### src/sv/teb_pkg.sv
// shared types and constants for the timestamp event builder
// no dependencies; imported by every module of the block
package teb_pkg;

  // default channel count per digitizer module
  localparam int CHANNELS_PER_MODULE_DEF = 16;

  // field widths
  localparam int MOD_W    = 4;
  localparam int CH_W     = 4;
  localparam int ENERGY_W = 16;
  localparam int LTIME_W  = 40;
  localparam int GROUP_W  = 16;
  localparam int FULL_W   = 56;
  localparam int GID_W    = 8;
  localparam int MULT_W   = 8;
  localparam int COUNT_W  = 32;

  // hit queue between front and back
  localparam int QUEUE_DEPTH = 4;

  // highest module number of the low valid range, and the offset of the high range
  localparam logic [MOD_W-1:0] MOD_LOW_LAST   = 4'd2;
  localparam logic [MOD_W-1:0] MOD_HIGH_FIRST = 4'd9;
  localparam logic [MOD_W-1:0] MOD_HIGH_SHIFT = 4'd6;

  // saturation value of the hit count
  localparam logic [MULT_W-1:0] MULT_MAX = 8'd255;

  // configuration register indexes
  typedef enum logic [1:0] {
    CFG_ENERGY_THRESHOLD   = 2'd0,
    CFG_SKIP_TIME_ERRORS   = 2'd1,
    CFG_STOP_ON_TIME_ERROR = 2'd2,
    CFG_EVENT_LIMIT        = 2'd3
  } cfg_index_t;

  // input word kinds
  localparam logic KIND_HIT   = 1'b0;
  localparam logic KIND_FLUSH = 1'b1;

  // result word kinds
  localparam logic REC_HIT = 1'b0;
  localparam logic REC_END = 1'b1;

  // configuration register set
  typedef struct packed {
    logic [ENERGY_W-1:0] energy_threshold;
    logic                skip_time_errors;
    logic                stop_on_time_error;
    logic [COUNT_W-1:0]  event_limit;
  } cfg_t;

  // classified word as it travels through the queue
  typedef struct packed {
    logic                kind;
    logic [MOD_W-1:0]    module_req;
    logic [CH_W-1:0]     channel;
    logic [ENERGY_W-1:0] energy;
    logic [LTIME_W-1:0]  local_time;
    logic [GROUP_W-1:0]  time_group;
    logic [FULL_W-1:0]   full;
    logic [GID_W-1:0]    gid;
  } hit_t;

  // one result word
  typedef struct packed {
    logic                record_type;
    logic [MOD_W-1:0]    module_out;
    logic [CH_W-1:0]     channel_out;
    logic [GID_W-1:0]    global_id;
    logic [ENERGY_W-1:0] energy_out;
    logic [LTIME_W-1:0]  local_time_out;
    logic [GROUP_W-1:0]  group_out;
    logic [FULL_W-1:0]   full_time;
    logic [MULT_W-1:0]   multiplicity;
    logic [COUNT_W-1:0]  event_number;
    logic [COUNT_W-1:0]  time_error_count;
    logic                last;
  } result_t;

endpackage

### src/sv/teb_front.sv
// front part: accepts input words, drops unused hits, builds the extended time
// and the global channel id; depends on teb_pkg
module teb_front import teb_pkg::*; #(
  parameter int CHANNELS_PER_MODULE = CHANNELS_PER_MODULE_DEF
) (
  input  logic                in_valid,
  output logic                in_stall,
  input  logic                kind,
  input  logic [MOD_W-1:0]    module_req,
  input  logic [CH_W-1:0]     channel,
  input  logic [ENERGY_W-1:0] energy,
  input  logic [LTIME_W-1:0]  local_time,
  input  logic [GROUP_W-1:0]  time_group,
  input  cfg_t                cfg,
  input  logic                q_full,
  output logic                q_wr,
  output hit_t                q_data
);

  localparam int PROD_W = MOD_W + $clog2(CHANNELS_PER_MODULE + 1) + 1;

  logic              bad_module;
  logic              low_energy;
  logic [MOD_W-1:0]  mod_index;
  logic [PROD_W-1:0] gid_wide;

  // hits from the unused modules or under threshold never reach the back
  assign bad_module = (module_req > MOD_LOW_LAST) && (module_req < MOD_HIGH_FIRST);
  assign low_energy = energy < cfg.energy_threshold;

  // module index with the gap of unused modules removed
  assign mod_index = (module_req > MOD_LOW_LAST) ? (module_req - MOD_HIGH_SHIFT) : module_req;
  assign gid_wide  = PROD_W'(mod_index) * PROD_W'(CHANNELS_PER_MODULE) + PROD_W'(channel);

  assign in_stall = q_full;

  // classified word into the queue
  always_comb begin
    q_data.kind       = kind;
    q_data.module_req = module_req;
    q_data.channel    = channel;
    q_data.energy     = energy;
    q_data.local_time = local_time;
    q_data.time_group = time_group;
    // full = local + group * (2^40 - 1)
    q_data.full       = {time_group, {LTIME_W{1'b0}}} - FULL_W'(time_group)
                        + FULL_W'(local_time);
    q_data.gid        = gid_wide[GID_W-1:0];
    q_wr = in_valid && !q_full &&
           ((kind == KIND_FLUSH) || (!bad_module && !low_energy));
  end

endmodule

### src/sv/teb_queue.sv
// short first-in first-out queue of classified words between front and back
// depends on teb_pkg
module teb_queue import teb_pkg::*; (
  input  logic clk,
  input  logic rst,
  input  logic wr_en,
  input  hit_t wr_data,
  output logic full,
  input  logic rd_en,
  output logic rd_valid,
  output hit_t rd_data
);

  localparam int PTR_W = $clog2(QUEUE_DEPTH);
  localparam int CNT_W = $clog2(QUEUE_DEPTH + 1);

  hit_t             slots [QUEUE_DEPTH];
  logic [PTR_W-1:0] wr_ptr;
  logic [PTR_W-1:0] rd_ptr;
  logic [CNT_W-1:0] count;

  assign full     = count == CNT_W'(QUEUE_DEPTH);
  assign rd_valid = count != '0;
  assign rd_data  = slots[rd_ptr];

  // pointers and fill count
  always_ff @(posedge clk) begin
    if (rst) begin
      wr_ptr <= '0;
      rd_ptr <= '0;
      count  <= '0;
    end else begin
      if (wr_en) begin
        wr_ptr <= (wr_ptr == PTR_W'(QUEUE_DEPTH - 1)) ? '0 : wr_ptr + 1'b1;
      end
      if (rd_en) begin
        rd_ptr <= (rd_ptr == PTR_W'(QUEUE_DEPTH - 1)) ? '0 : rd_ptr + 1'b1;
      end
      if (wr_en && !rd_en) begin
        count <= count + 1'b1;
      end else if (rd_en && !wr_en) begin
        count <= count - 1'b1;
      end
    end
  end

  // storage
  always_ff @(posedge clk) begin
    if (wr_en) begin
      slots[wr_ptr] <= wr_data;
    end
  end

endmodule

### src/sv/teb_back.sv
// back part: event building state, result words and the output register
// depends on teb_pkg
module teb_back import teb_pkg::*; (
  input  logic    clk,
  input  logic    rst,
  input  cfg_t    cfg,
  input  logic    q_valid,
  input  hit_t    q_data,
  output logic    q_rd,
  output logic    out_valid,
  input  logic    out_stall,
  output result_t out_word
);

  // event state
  logic [FULL_W-1:0]  previous_time;
  logic               have_previous;
  logic [FULL_W-1:0]  lowest_decreased_time;
  logic [MULT_W-1:0]  hits_in_event;
  logic               event_open;
  logic [COUNT_W-1:0] events_started;
  logic [COUNT_W-1:0] error_total;
  logic               limit_reached;
  logic               halted;

  logic [FULL_W-1:0]  previous_time_next;
  logic               have_previous_next;
  logic [FULL_W-1:0]  lowest_decreased_time_next;
  logic [MULT_W-1:0]  hits_in_event_next;
  logic               event_open_next;
  logic [COUNT_W-1:0] events_started_next;
  logic [COUNT_W-1:0] error_total_next;
  logic               limit_reached_next;
  logic               halted_next;

  // second word of a two word result
  logic    pend_valid;
  result_t pend_word;

  logic       out_free;
  logic       take;
  logic [1:0] n_words;
  result_t    word0;
  result_t    word1;
  logic       earlier;
  logic       joins;
  logic       check_limit;

  function automatic result_t end_word(logic [FULL_W-1:0] t, logic [MULT_W-1:0] hits,
                                       logic [COUNT_W-1:0] ev, logic [COUNT_W-1:0] err,
                                       logic lst);
    result_t r;
    r                  = '0;
    r.record_type      = REC_END;
    r.full_time        = t;
    r.multiplicity     = hits;
    r.event_number     = ev;
    r.time_error_count = err;
    r.last             = lst;
    return r;
  endfunction

  function automatic result_t hit_word(hit_t h, logic [MULT_W-1:0] hits,
                                       logic [COUNT_W-1:0] ev, logic [COUNT_W-1:0] err,
                                       logic lst);
    result_t r;
    r.record_type      = REC_HIT;
    r.module_out       = h.module_req;
    r.channel_out      = h.channel;
    r.global_id        = h.gid;
    r.energy_out       = h.energy;
    r.local_time_out   = h.local_time;
    r.group_out        = h.time_group;
    r.full_time        = h.full;
    r.multiplicity     = hits;
    r.event_number     = ev;
    r.time_error_count = err;
    r.last             = lst;
    return r;
  endfunction

  // decision for the word at the head of the queue
  always_comb begin
    previous_time_next         = previous_time;
    have_previous_next         = have_previous;
    lowest_decreased_time_next = lowest_decreased_time;
    hits_in_event_next         = hits_in_event;
    event_open_next            = event_open;
    events_started_next        = events_started;
    error_total_next           = error_total;
    limit_reached_next         = limit_reached;
    halted_next                = halted;
    n_words                    = 2'd0;
    word0                      = '0;
    word1                      = '0;
    check_limit                = 1'b0;

    earlier = have_previous && (q_data.full < previous_time) && !cfg.skip_time_errors;
    joins   = have_previous && event_open && (q_data.full == previous_time);

    if (halted) begin
      n_words = 2'd0;
    end else if (q_data.kind == KIND_FLUSH) begin
      // end of file: close the open event, or halt if the event limit was reached
      if (limit_reached) begin
        halted_next = 1'b1;
      end else if (event_open) begin
        word0 = end_word(previous_time, hits_in_event, events_started, error_total, 1'b1);
        n_words            = 2'd1;
        event_open_next    = 1'b0;
        hits_in_event_next = '0;
      end
    end else if (earlier) begin
      // timestamp went backwards
      if (q_data.full < lowest_decreased_time) begin
        lowest_decreased_time_next = q_data.full;
        error_total_next           = error_total + 1'b1;
      end
      if (cfg.stop_on_time_error) begin
        halted_next = 1'b1;
      end
    end else if (joins) begin
      // same time joins the open event
      hits_in_event_next = (hits_in_event == MULT_MAX) ? hits_in_event
                                                       : hits_in_event + 1'b1;
      word0 = hit_word(q_data, hits_in_event_next, events_started, error_total, 1'b1);
      n_words     = 2'd1;
      check_limit = 1'b1;
    end else if (limit_reached) begin
      // limit hit: close out and stop
      halted_next     = 1'b1;
      event_open_next = 1'b0;
      if (event_open) begin
        word0 = end_word(previous_time, hits_in_event, events_started, error_total, 1'b1);
        n_words = 2'd1;
      end
    end else begin
      // new event, closing any open one first
      previous_time_next         = q_data.full;
      lowest_decreased_time_next = q_data.full;
      have_previous_next         = 1'b1;
      event_open_next            = 1'b1;
      hits_in_event_next         = MULT_W'(1);
      events_started_next        = events_started + 1'b1;
      check_limit                = 1'b1;
      if (event_open) begin
        word0 = end_word(previous_time, hits_in_event, events_started, error_total, 1'b0);
        word1 = hit_word(q_data, MULT_W'(1), events_started_next, error_total, 1'b1);
        n_words = 2'd2;
      end else begin
        word0 = hit_word(q_data, MULT_W'(1), events_started_next, error_total, 1'b1);
        n_words = 2'd1;
      end
    end

    if (check_limit && (cfg.event_limit != '0) && (events_started_next >= cfg.event_limit)) begin
      limit_reached_next = 1'b1;
    end
  end

  assign out_free = !out_valid || !out_stall;
  assign take     = q_valid && !pend_valid && ((n_words == 2'd0) || out_free);
  assign q_rd     = take;

  // state update
  always_ff @(posedge clk) begin
    if (rst) begin
      previous_time         <= '0;
      have_previous         <= 1'b0;
      lowest_decreased_time <= '0;
      hits_in_event         <= '0;
      event_open            <= 1'b0;
      events_started        <= '0;
      error_total           <= '0;
      limit_reached         <= 1'b0;
      halted                <= 1'b0;
    end else if (take) begin
      previous_time         <= previous_time_next;
      have_previous         <= have_previous_next;
      lowest_decreased_time <= lowest_decreased_time_next;
      hits_in_event         <= hits_in_event_next;
      event_open            <= event_open_next;
      events_started        <= events_started_next;
      error_total           <= error_total_next;
      limit_reached         <= limit_reached_next;
      halted                <= halted_next;
    end
  end

  // output register and pending second word
  always_ff @(posedge clk) begin
    if (rst) begin
      out_valid  <= 1'b0;
      pend_valid <= 1'b0;
    end else if (out_free) begin
      if (pend_valid) begin
        out_valid  <= 1'b1;
        pend_valid <= 1'b0;
      end else if (take && (n_words != 2'd0)) begin
        out_valid  <= 1'b1;
        pend_valid <= n_words == 2'd2;
      end else begin
        out_valid <= 1'b0;
      end
    end
  end

  // output payload
  always_ff @(posedge clk) begin
    if (out_free) begin
      if (pend_valid) begin
        out_word <= pend_word;
      end else if (take && (n_words != 2'd0)) begin
        out_word  <= word0;
        pend_word <= word1;
      end
    end
  end

endmodule

### src/sv/timestamp_event_builder_top.sv
// Timestamp event builder: groups detector hits into events by extended time.
// Input words (in_valid/in_stall) are hits or end-of-file flushes; result words
// (out_valid/out_stall) are hit records and event end records, with last set on
// the final word caused by an input. Registers are written through
// cfg_valid/cfg_ready/cfg_index/cfg_data; cfg_ready is always high.
// A word is taken whenever in_stall is low, one per cycle. Its first result
// passes through a queue slot and the output register; a word that closes an
// event and opens a new one gives two results. The output side runs at one
// result per cycle while out_stall is low. The front computes the extended
// time in the cycle of acceptance, a four-entry queue follows, and the back
// updates the event state and loads the output register.
// Synchronous reset clears all event state and configuration to zero.
// When out_stall is high the output word holds, the back takes no word that
// gives a result, the queue fills, and in_stall rises once four words wait.
// depends on teb_pkg, teb_front, teb_queue, teb_back
module timestamp_event_builder_top import teb_pkg::*; #(
  parameter int CHANNELS_PER_MODULE = CHANNELS_PER_MODULE_DEF
) (
  input  logic                clk,
  input  logic                rst,
  // input words
  input  logic                in_valid,
  output logic                in_stall,
  input  logic                kind,
  input  logic [MOD_W-1:0]    module_req,
  input  logic [CH_W-1:0]     channel,
  input  logic [ENERGY_W-1:0] energy,
  input  logic [LTIME_W-1:0]  local_time,
  input  logic [GROUP_W-1:0]  time_group,
  // configuration writes
  input  logic                cfg_valid,
  output logic                cfg_ready,
  input  logic [1:0]          cfg_index,
  input  logic [COUNT_W-1:0]  cfg_data,
  // result words
  output logic                out_valid,
  input  logic                out_stall,
  output logic                record_type,
  output logic [MOD_W-1:0]    module_out,
  output logic [CH_W-1:0]     channel_out,
  output logic [GID_W-1:0]    global_id,
  output logic [ENERGY_W-1:0] energy_out,
  output logic [LTIME_W-1:0]  local_time_out,
  output logic [GROUP_W-1:0]  group_out,
  output logic [FULL_W-1:0]   full_time,
  output logic [MULT_W-1:0]   multiplicity,
  output logic [COUNT_W-1:0]  event_number,
  output logic [COUNT_W-1:0]  time_error_count,
  output logic                last
);

  cfg_t    cfg;
  logic    q_full;
  logic    q_wr;
  hit_t    q_wr_data;
  logic    q_rd;
  logic    q_valid;
  hit_t    q_rd_data;
  result_t out_word;

  assign cfg_ready = 1'b1;

  // configuration registers
  always_ff @(posedge clk) begin
    if (rst) begin
      cfg <= '0;
    end else if (cfg_valid) begin
      case (cfg_index_t'(cfg_index))
        CFG_ENERGY_THRESHOLD:   cfg.energy_threshold   <= cfg_data[ENERGY_W-1:0];
        CFG_SKIP_TIME_ERRORS:   cfg.skip_time_errors   <= cfg_data[0];
        CFG_STOP_ON_TIME_ERROR: cfg.stop_on_time_error <= cfg_data[0];
        CFG_EVENT_LIMIT:        cfg.event_limit        <= cfg_data;
        default: begin
        end
      endcase
    end
  end

  teb_front #(
    .CHANNELS_PER_MODULE(CHANNELS_PER_MODULE)
  ) u_front (
    .in_valid  (in_valid),
    .in_stall  (in_stall),
    .kind      (kind),
    .module_req(module_req),
    .channel   (channel),
    .energy    (energy),
    .local_time(local_time),
    .time_group(time_group),
    .cfg       (cfg),
    .q_full    (q_full),
    .q_wr      (q_wr),
    .q_data    (q_wr_data)
  );

  teb_queue u_queue (
    .clk     (clk),
    .rst     (rst),
    .wr_en   (q_wr),
    .wr_data (q_wr_data),
    .full    (q_full),
    .rd_en   (q_rd),
    .rd_valid(q_valid),
    .rd_data (q_rd_data)
  );

  teb_back u_back (
    .clk      (clk),
    .rst      (rst),
    .cfg      (cfg),
    .q_valid  (q_valid),
    .q_data   (q_rd_data),
    .q_rd     (q_rd),
    .out_valid(out_valid),
    .out_stall(out_stall),
    .out_word (out_word)
  );

  // result word onto the ports
  assign record_type      = out_word.record_type;
  assign module_out       = out_word.module_out;
  assign channel_out      = out_word.channel_out;
  assign global_id        = out_word.global_id;
  assign energy_out       = out_word.energy_out;
  assign local_time_out   = out_word.local_time_out;
  assign group_out        = out_word.group_out;
  assign full_time        = out_word.full_time;
  assign multiplicity     = out_word.multiplicity;
  assign event_number     = out_word.event_number;
  assign time_error_count = out_word.time_error_count;
  assign last             = out_word.last;

endmodule
### config.mk
export PLATFORM = sky130hd
export DESIGN_NAME = timestamp_event_builder_top
export DESIGN_NICKNAME = d
export VERILOG_FILES = /design/src/sv/teb_pkg.sv /design/src/sv/teb_front.sv /design/src/sv/teb_queue.sv /design/src/sv/teb_back.sv /design/src/sv/timestamp_event_builder_top.sv
export SDC_FILE = /design/constraint.sdc
export NUM_CORES = 2
export LEC_CHECK = 0
export BUFFER_PORTS_ARGS = -buffer_cell sky130_fd_sc_hd__buf_4
export CAP_MARGIN = 15
export CORE_MARGIN = 4
export CORE_UTILIZATION = 30
export DETAILED_ROUTE_END_ITERATION = 8
export GPL_TIMING_DRIVEN = 1
export HOLD_SLACK_MARGIN = 0.05
export PLACE_DENSITY = 0.46
export SLEW_MARGIN = 20
export SYNTH_ARGS = -nofsm -noshare
export SYNTH_HDL_FRONTEND = slang
export SYNTH_SLANG_ARGS = --single-unit
### constraint.sdc
create_clock -name clk -period 43.3 [get_ports clk]
set_input_delay 10.825 -clock clk [delete_from_list [all_inputs] [get_ports clk]]
set_output_delay 10.825 -clock clk [all_outputs]
set_load 0.03 [all_outputs]
# Word level (Yosys, flattened, before mapping)
# Memories as Yosys holds them, arrays and structs flattened. A register that Yosys moved wholly into a read port is not among the register bits.
# Index checks and enable logic that the tools add are counted.
dict set report totals {
  regBits 683
  mem_bits_rw 580
  in_bits 120
  out_inout_bits 221
  wordCells 195
  memories 1
}
dict set report op_classes {
  addsub 11
  magnitude_cmp 6
  n_eq_ne 17
  n_mux 63
  n_bitwise 7
  n_reduce_logical 48
}
# memory words word_bits rd rd_ports_with_merged_regs write_ports line_no
set memory_table {}
lappend memory_table {u_queue.slots 4 145 1 1 1 teb_queue.sv:17} ;# hit_t slots [QUEUE_DEPTH];
# op n
set ops {}
lappend ops {{218-bit two-way mux} 10}
lappend ops {{56-bit two-way mux} 4}
lappend ops {{32-bit two-way mux} 5}
lappend ops {{56-bit less-than comparator} 2}
lappend ops {{66-bit two-way mux} 1}
lappend ops {{32-bit by 1-bit adder with 32-bit output (second input constant)} 2}
lappend ops {{56-bit by 40-bit adder with 56-bit output} 1}
lappend ops {{56-bit equality test} 1}
lappend ops {{8-bit two-way mux} 7}
lappend ops {{56-bit by 16-bit subtractor with 56-bit output} 1}
lappend ops {{32-bit >= comparator} 1}
lappend ops {{32-bit nonzero test} 1}
lappend ops {{1-bit two-way mux} 22}
lappend ops {{2-bit two-way mux} 11}
lappend ops {{6-bit AND reduction} 3}
lappend ops {{16-bit less-than comparator} 1}
lappend ops {{1-bit logical AND} 15}
lappend ops {{2-bit inequality test (second input constant)} 6}
lappend ops {{2-bit AND reduction} 6}
lappend ops {{2-bit equality test (second input constant)} 5}
lappend ops {{5-bit AND reduction} 2}
lappend ops {{1-bit logical NOT} 9}
lappend ops {{8-bit by 1-bit adder with 8-bit output (second input constant)} 1}
lappend ops {{8-bit by 4-bit adder with 8-bit output} 1}
lappend ops {{other kinds (20)} 34}

# Depth between registers and ports, before layout
dict set report logic_depth {
  ltp_word 12
  depth_mapped 27
  ltp_nobuf 21
}

# By module
# From an unflattened synthesis, not the netlist that was laid out.
dict set report hier_totals {
  cells_unflattened 4280
  area_unflattened_um2 56563.0
}
# mod n_inst cells_each area_per_inst_um2 seq_area_each_um2
set by_module_without_submodules {}
lappend by_module_without_submodules {teb_back 1 2868 30214.0 16625.9}
lappend by_module_without_submodules {teb_queue 1 801 21331.7 17596.9}
lappend by_module_without_submodules {teb_front 1 407 2876.5 0.0}
lappend by_module_without_submodules {timestamp_event_builder_top 1 204 2140.8 1001.0}

# Worst setup path after synthesis
# Ideal clock, no wire load.
dict set report synth_timing {
  path_kind {input -> register}
  from {input port out_stall}
  to {register u_back.pend_word[0] (netlist name) (enable)}
  setup_time_ns 0.837
  t_arrival_ns 21.581
  t_required_ns 42.463
  setup_slack_ns 20.881
  stages 8
  n_path_buf 3
  cell_sequence {and2_1 -> o311ai_1 -> and3_1 -> buf_6 -> inv_2 -> buf_2 -> buf_2 -> a21oi_1}
}
dict set report synth_via {
  elab_chain_cells 6
}
# item line_no
set synth_lines {}
lappend synth_lines {{start: declaration} timestamp_event_builder_top.sv:37} ;# input logic out_stall,
lappend synth_lines {{1-bit logical NOT (*)} teb_back.sv:161} ;# assign out_free = !out_valid || !out_stall;
lappend synth_lines {{1-bit logical OR (*)} teb_back.sv:161}
lappend synth_lines {{1-bit logical OR} teb_back.sv:162} ;# assign take = q_valid && !pend_valid && ((n_words == 2'd0) || out_free);
lappend synth_lines {{1-bit logical AND} teb_back.sv:162}
lappend synth_lines {{1-bit logical AND} teb_back.sv:213} ;# end else if (take && (n_words != 2'd0)) begin
lappend synth_lines {{3-bit AND reduction (no source line) (*)} n/a}
lappend synth_lines {{end signal: assignment} teb_back.sv:215} ;# pend_word <= word1;
lappend synth_lines {{end: declaration} teb_back.sv:38} ;# result_t pend_word;
# Every way passes the cells marked *; elsewhere a longest branch is shown, timed or not.
# A chain may end at the register's enable or synchronous reset.

# Worst setup path in the final report
dict set report layout_timing {
  from {input port module_req[0]}
  to {memory u_queue.slots[0][17] (netlist name) (enable)}
}
dict set report layout_via {
  elab_chain_cells 8
  word_cells_on_any_way 9
  cone_classes {order compare (2); mux (2); reduce/logical (5)}
}
# item line_no
set layout_lines {}
lappend layout_lines {{start: declaration} timestamp_event_builder_top.sv:25} ;# input logic [MOD_W-1:0] module_req,
lappend layout_lines {{4-bit by 2-bit greater-than comparator with 1-bit output or 4-bit less-than comparator (tied branches)} teb_front.sv:28} ;# assign bad_module = (module_req > MOD_LOW_LAST) && (module_req < MOD_HIGH_FIRST);
lappend layout_lines {{1-bit logical AND (*)} teb_front.sv:28}
lappend layout_lines {{1-bit logical NOT (*)} teb_front.sv:50} ;# ((kind == KIND_FLUSH) || (!bad_module && !low_energy));
lappend layout_lines {{1-bit logical AND (*)} teb_front.sv:50}
lappend layout_lines {{1-bit logical OR (*)} teb_front.sv:50}
lappend layout_lines {{1-bit logical AND (*)} teb_front.sv:49} ;# q_wr = in_valid && !q_full &&
lappend layout_lines {{named net q_wr} timestamp_event_builder_top.sv:54} ;# logic q_wr;
lappend layout_lines {{1-bit two-way mux (*)} teb_queue.sv:49} ;# if (wr_en) begin
lappend layout_lines {{1-bit two-way mux (not written as such) (*)} teb_queue.sv:50} ;# slots[wr_ptr] <= wr_data;
lappend layout_lines {{end: declaration} teb_queue.sv:17}
# Mark *: on every way through the listed nets, which the timed path passes. The rest lies on a longest branch.

==> flow_metrics.py <==
metrics = {
    "logic_synthesis": {
        "synth_top_family_by_area": "compound AO/OA/AOI/OAI gates",
        "synth_seq_cells": 1226,
        "synth_area_per_cell_um2": 13.1,
        "synth-adder-area-share": 0.0433,
        "synth.area.mux_share": 0.0707,
        "synth-warning-count": 0,
        "synth_ff_type": "edfxtp_1",
        "synth_xor_xnor_area_share": 0.0176,
        "synth_cells": 4176,
        "yosysSeqAreaShare": 0.628,
        "synth_edf_count": 977,
        "yosys.area_share.simple": 0.102,
        "synth_area_mm2": 0.0546,
        "synth-async-reset-ratio": 0,
        "synth.distinct_cells": 87,
        "syn_nets": 4484,
        "synth_compound_area_frac": 0.102,
    },
    "cells_and_area": {
        "fin_cells": 6936,
        "nNetsFinal": 4755,
        "drive_gt1_frac": 0.176,
        "syn_to_final_growth_pct": 17.9,
    },
    "grt": {
        "antenna_found_initial": 5,
        "grt_pass1_vias": 35200,
        "grt_pass1_wl_mm": 239,
        "grt_usage": 0.166,
        "grt_max_degree": 124,
        "grt-ovfl-total": 0,
    },
    "worst_setup_path": {
        "worstPathMaxFanout": 57,
        "slowest_stage": "buf_4",
        "path_class": "in -> reg",
        "cp_common_cell": "buf_4",
        "cp.required_ns": 43.69,
        "cp-end-kind": "flip-flop",
        "arrival_ns": 15.10,
        "start_kind": "input port",
        "crit_path_start": "module_req[0]",
        "crit_path_cell_trace": "buf_4 -> a21oi_1 -> nor2_1 -> o21bai_1 -> and3b_1 -> nand2_1 -> o31ai_1 -> and2_4 -> buf_4 -> buf_4",
        "crit_path_max_incr_delay_ns": 0.81,
    },
    "routing": {
        "wl_per_cell_um": 23.1,
        "ant_nets": 0,
        "top_layer_used": "met5",
        "met3_length_mm": 8.09,
        "wl_met1_mm": 68.5,
        "vias": 35000,
        "viasPerCell": 5.05,
        "drc_errors": 0,
        "routed-wl-met2_mm": 78.7,
        "drt_iter0_drc": 2686,
        "totalWireLength_mm": 160,
        "first_pass_iters": 5,
    },
    "placement": {
        "dp_cells": 6669,
        "dp_hpwl_mm": 104,
        "gp_congestion": 0.787,
        "port_buffers": 339,
    },
    "status": {
        "outcome": "completed",
    },
    "clock_network": {
        "cts_resized": 0,
        "cts_sinks": 1226,
        "clk_pin_slew_ns": 0.05,
        "numCtsBuffers": 146,
        "clock_latency_ns": 0.79,
        "cts_tree": "done",
        "postCtsHoldBufs": 0,
        "cts_root_buf": "clkbuf_16",
        "htreeDepth": 4,
        "clockBufferDepth": 3,
        "cts_setup_buffers": 0,
    },
    "worst_hold_path": {
        "hold_path.class": "reg -> reg",
        "min_from": "cfg[39]",
    },
    "timing": {
        "clock.fmax_ghz": 0.0680,
        "timing.final.crit_share": 0.340,
        "fin_skew_ns": 0.0453,
        "relSlewSlack": 0.259,
        "setup_viol": 0,
        "tightestPinTransition_ns": 1.11,
        "rsz0062_at_grt": "false",
        "hold_violations": 0,
        "fin_tns_setup_ns": 0,
        "finalMaxSlewViolations": 0,
        "fin_crit_ns": 14.71,
    },
    "power": {
        "ir_drop_mv": 0.0701,
        "power.density_mw_per_mm2": 73.7,
        "p_leak_nw": 22.8,
        "power_mw": 4.75,
    },
    "job": {
        "maxCapViolCount": 0,
    },
    "die": {
        "core_area_mm2": 0.181,
        "die_area_mm2": 0.189,
        "fp.dieW_um": 435,
        "ios": 341,
        "initial_utilization": 0.302,
        "die_height_um": 435,
        "rows": 156,
    },
}
[cell type report]
class	count	area (um^2)
timing repair buffer	398	3030
fill	17500	116000
clock inverter	68	911
clock buffer	196	3950
sequential	1226	34300
antenna	3	7.51
tap	2370	2970
inverter	209	786
multi-input combinational	2466	18500
[critical path: cells and delay by family]
| family | cells | cell delay (ns) |
|---|---|---|
| buffers and inverters | 3 | 1.70 |
| AO/OA/AOI/OAI | 3 | 1.38 |
| AND/OR/NAND/NOR | 4 | 0.98 |
[placed cells by master, fill, tap and decap left out, drive strengths merged, types with 84 or more instances in the layout]
cell type	synthesis	final
edfxtp	977	977
buf	69	398
nand2	349	349
a21oi	264	264
dfxtp	249	249
inv	208	214
clkbuf	206	196
and3	195	195
nor2	194	194
ha	186	186
o21ai	149	149
mux4	139	139
a22o	119	119
nand3	114	114
o31ai	84	84
[cells in the mapped netlist (all sizes together) (34+ instances only)]
| cell | instances | area, um^2 |
|---|---|---|
| nand2 | 349 | 1310 |
| xor2 | 47 | 412 |
| nand3 | 114 | 586 |
| mux4 | 139 | 3130 |
| ha | 186 | 2330 |
| a22oi | 64 | 480 |
| buf | 69 | 390 |
| mux2i | 64 | 641 |
| clkbuf | 206 | 776 |
| a22o | 119 | 1040 |
| nor2 | 194 | 738 |
| a21oi | 264 | 1330 |
| a21o | 34 | 255 |
| dfxtp | 249 | 4980 |
| inv | 208 | 781 |
| o31ai | 84 | 631 |
| edfxtp | 977 | 29300 |
| o21ai | 149 | 749 |
| and3 | 195 | 1220 |
| nor3 | 45 | 236 |
| nand4 | 49 | 319 |
| xnor2 | 63 | 552 |
[cell families after synthesis]
| kind of cell | Yosys count |
|---|---|
| xor gates and xnor gates | 110 |
| AOI/OAI and AO/OA | 843 |
| and+or+nand+nor | 1113 |
| muxes | 211 |
| adders and majority gates | 188 |
| DFF | 1226 |
| buffers and inverters | 484 |
| other | 1 |
[final timing paths]
| check | endpoint | slack, ns | depth (start not counted) |
|---|---|---|---|
| max | u_queue.slots[0][17] | 28.59 | 10 |
| min | cfg[39] | 0.46 | 2 |
| max reg2reg | u_back.pend_word[147] | 34.50 | 15 |
| min reg2reg | cfg[39] | 0.46 | 2 |
[flip-flops by register name, summed over array words and instances, names as in the netlist, named ones only]
name                          cells
u_back.error_total               32
u_back.pend_word                204
u_back.have_previous              1
u_back.out_valid                  1
u_back.event_open                 1
u_back.out_word                 213
u_back.events_started            32
u_back.hits_in_event              8
u_back.lowest_decreased_time     56
u_back.pend_valid                 1
u_back.limit_reached              1
u_queue.rd_ptr                    2
cfg                              50
u_queue.slots                   560
u_queue.count                     3
u_back.previous_time             56
u_queue.wr_ptr                    2
u_back.halted                     1
[power breakdown]
part	leakage [nW]	internal [mW]	total, mW	switching, mW
combinational	9.34	0.526	1.71	1.18
clock	2.35	0.738	1.25	0.511
sequential	11.2	1.68	1.80	0.113
total	22.8	2.95	4.75	1.80
[metrics by stage]
step | hold WS [ns] | util | area [um^2] | setup slack, ns
final | 0.458 | 0.356 | 64400 | 28.59
after global placement | 0.445 | 0.329 | 59600 | 27.75
after floorplan | 0.436 | - | 54600 | 20.88
after global routing | 0.475 | 0.356 | 64400 | 28.34
after detailed placement | 0.452 | 0.329 | 59600 | 27.71
after CTS | 0.461 | 0.356 | 64400 | 28.57
[metal layers]
metal	GRT usage	up-vias
met4	0.0541	6
met5	0	-
met1	0.215	17500
met3	0.0310	230
met2	0.281	832
li1	-	16400
Note: power is estimated with default switching activity, not from simulation.
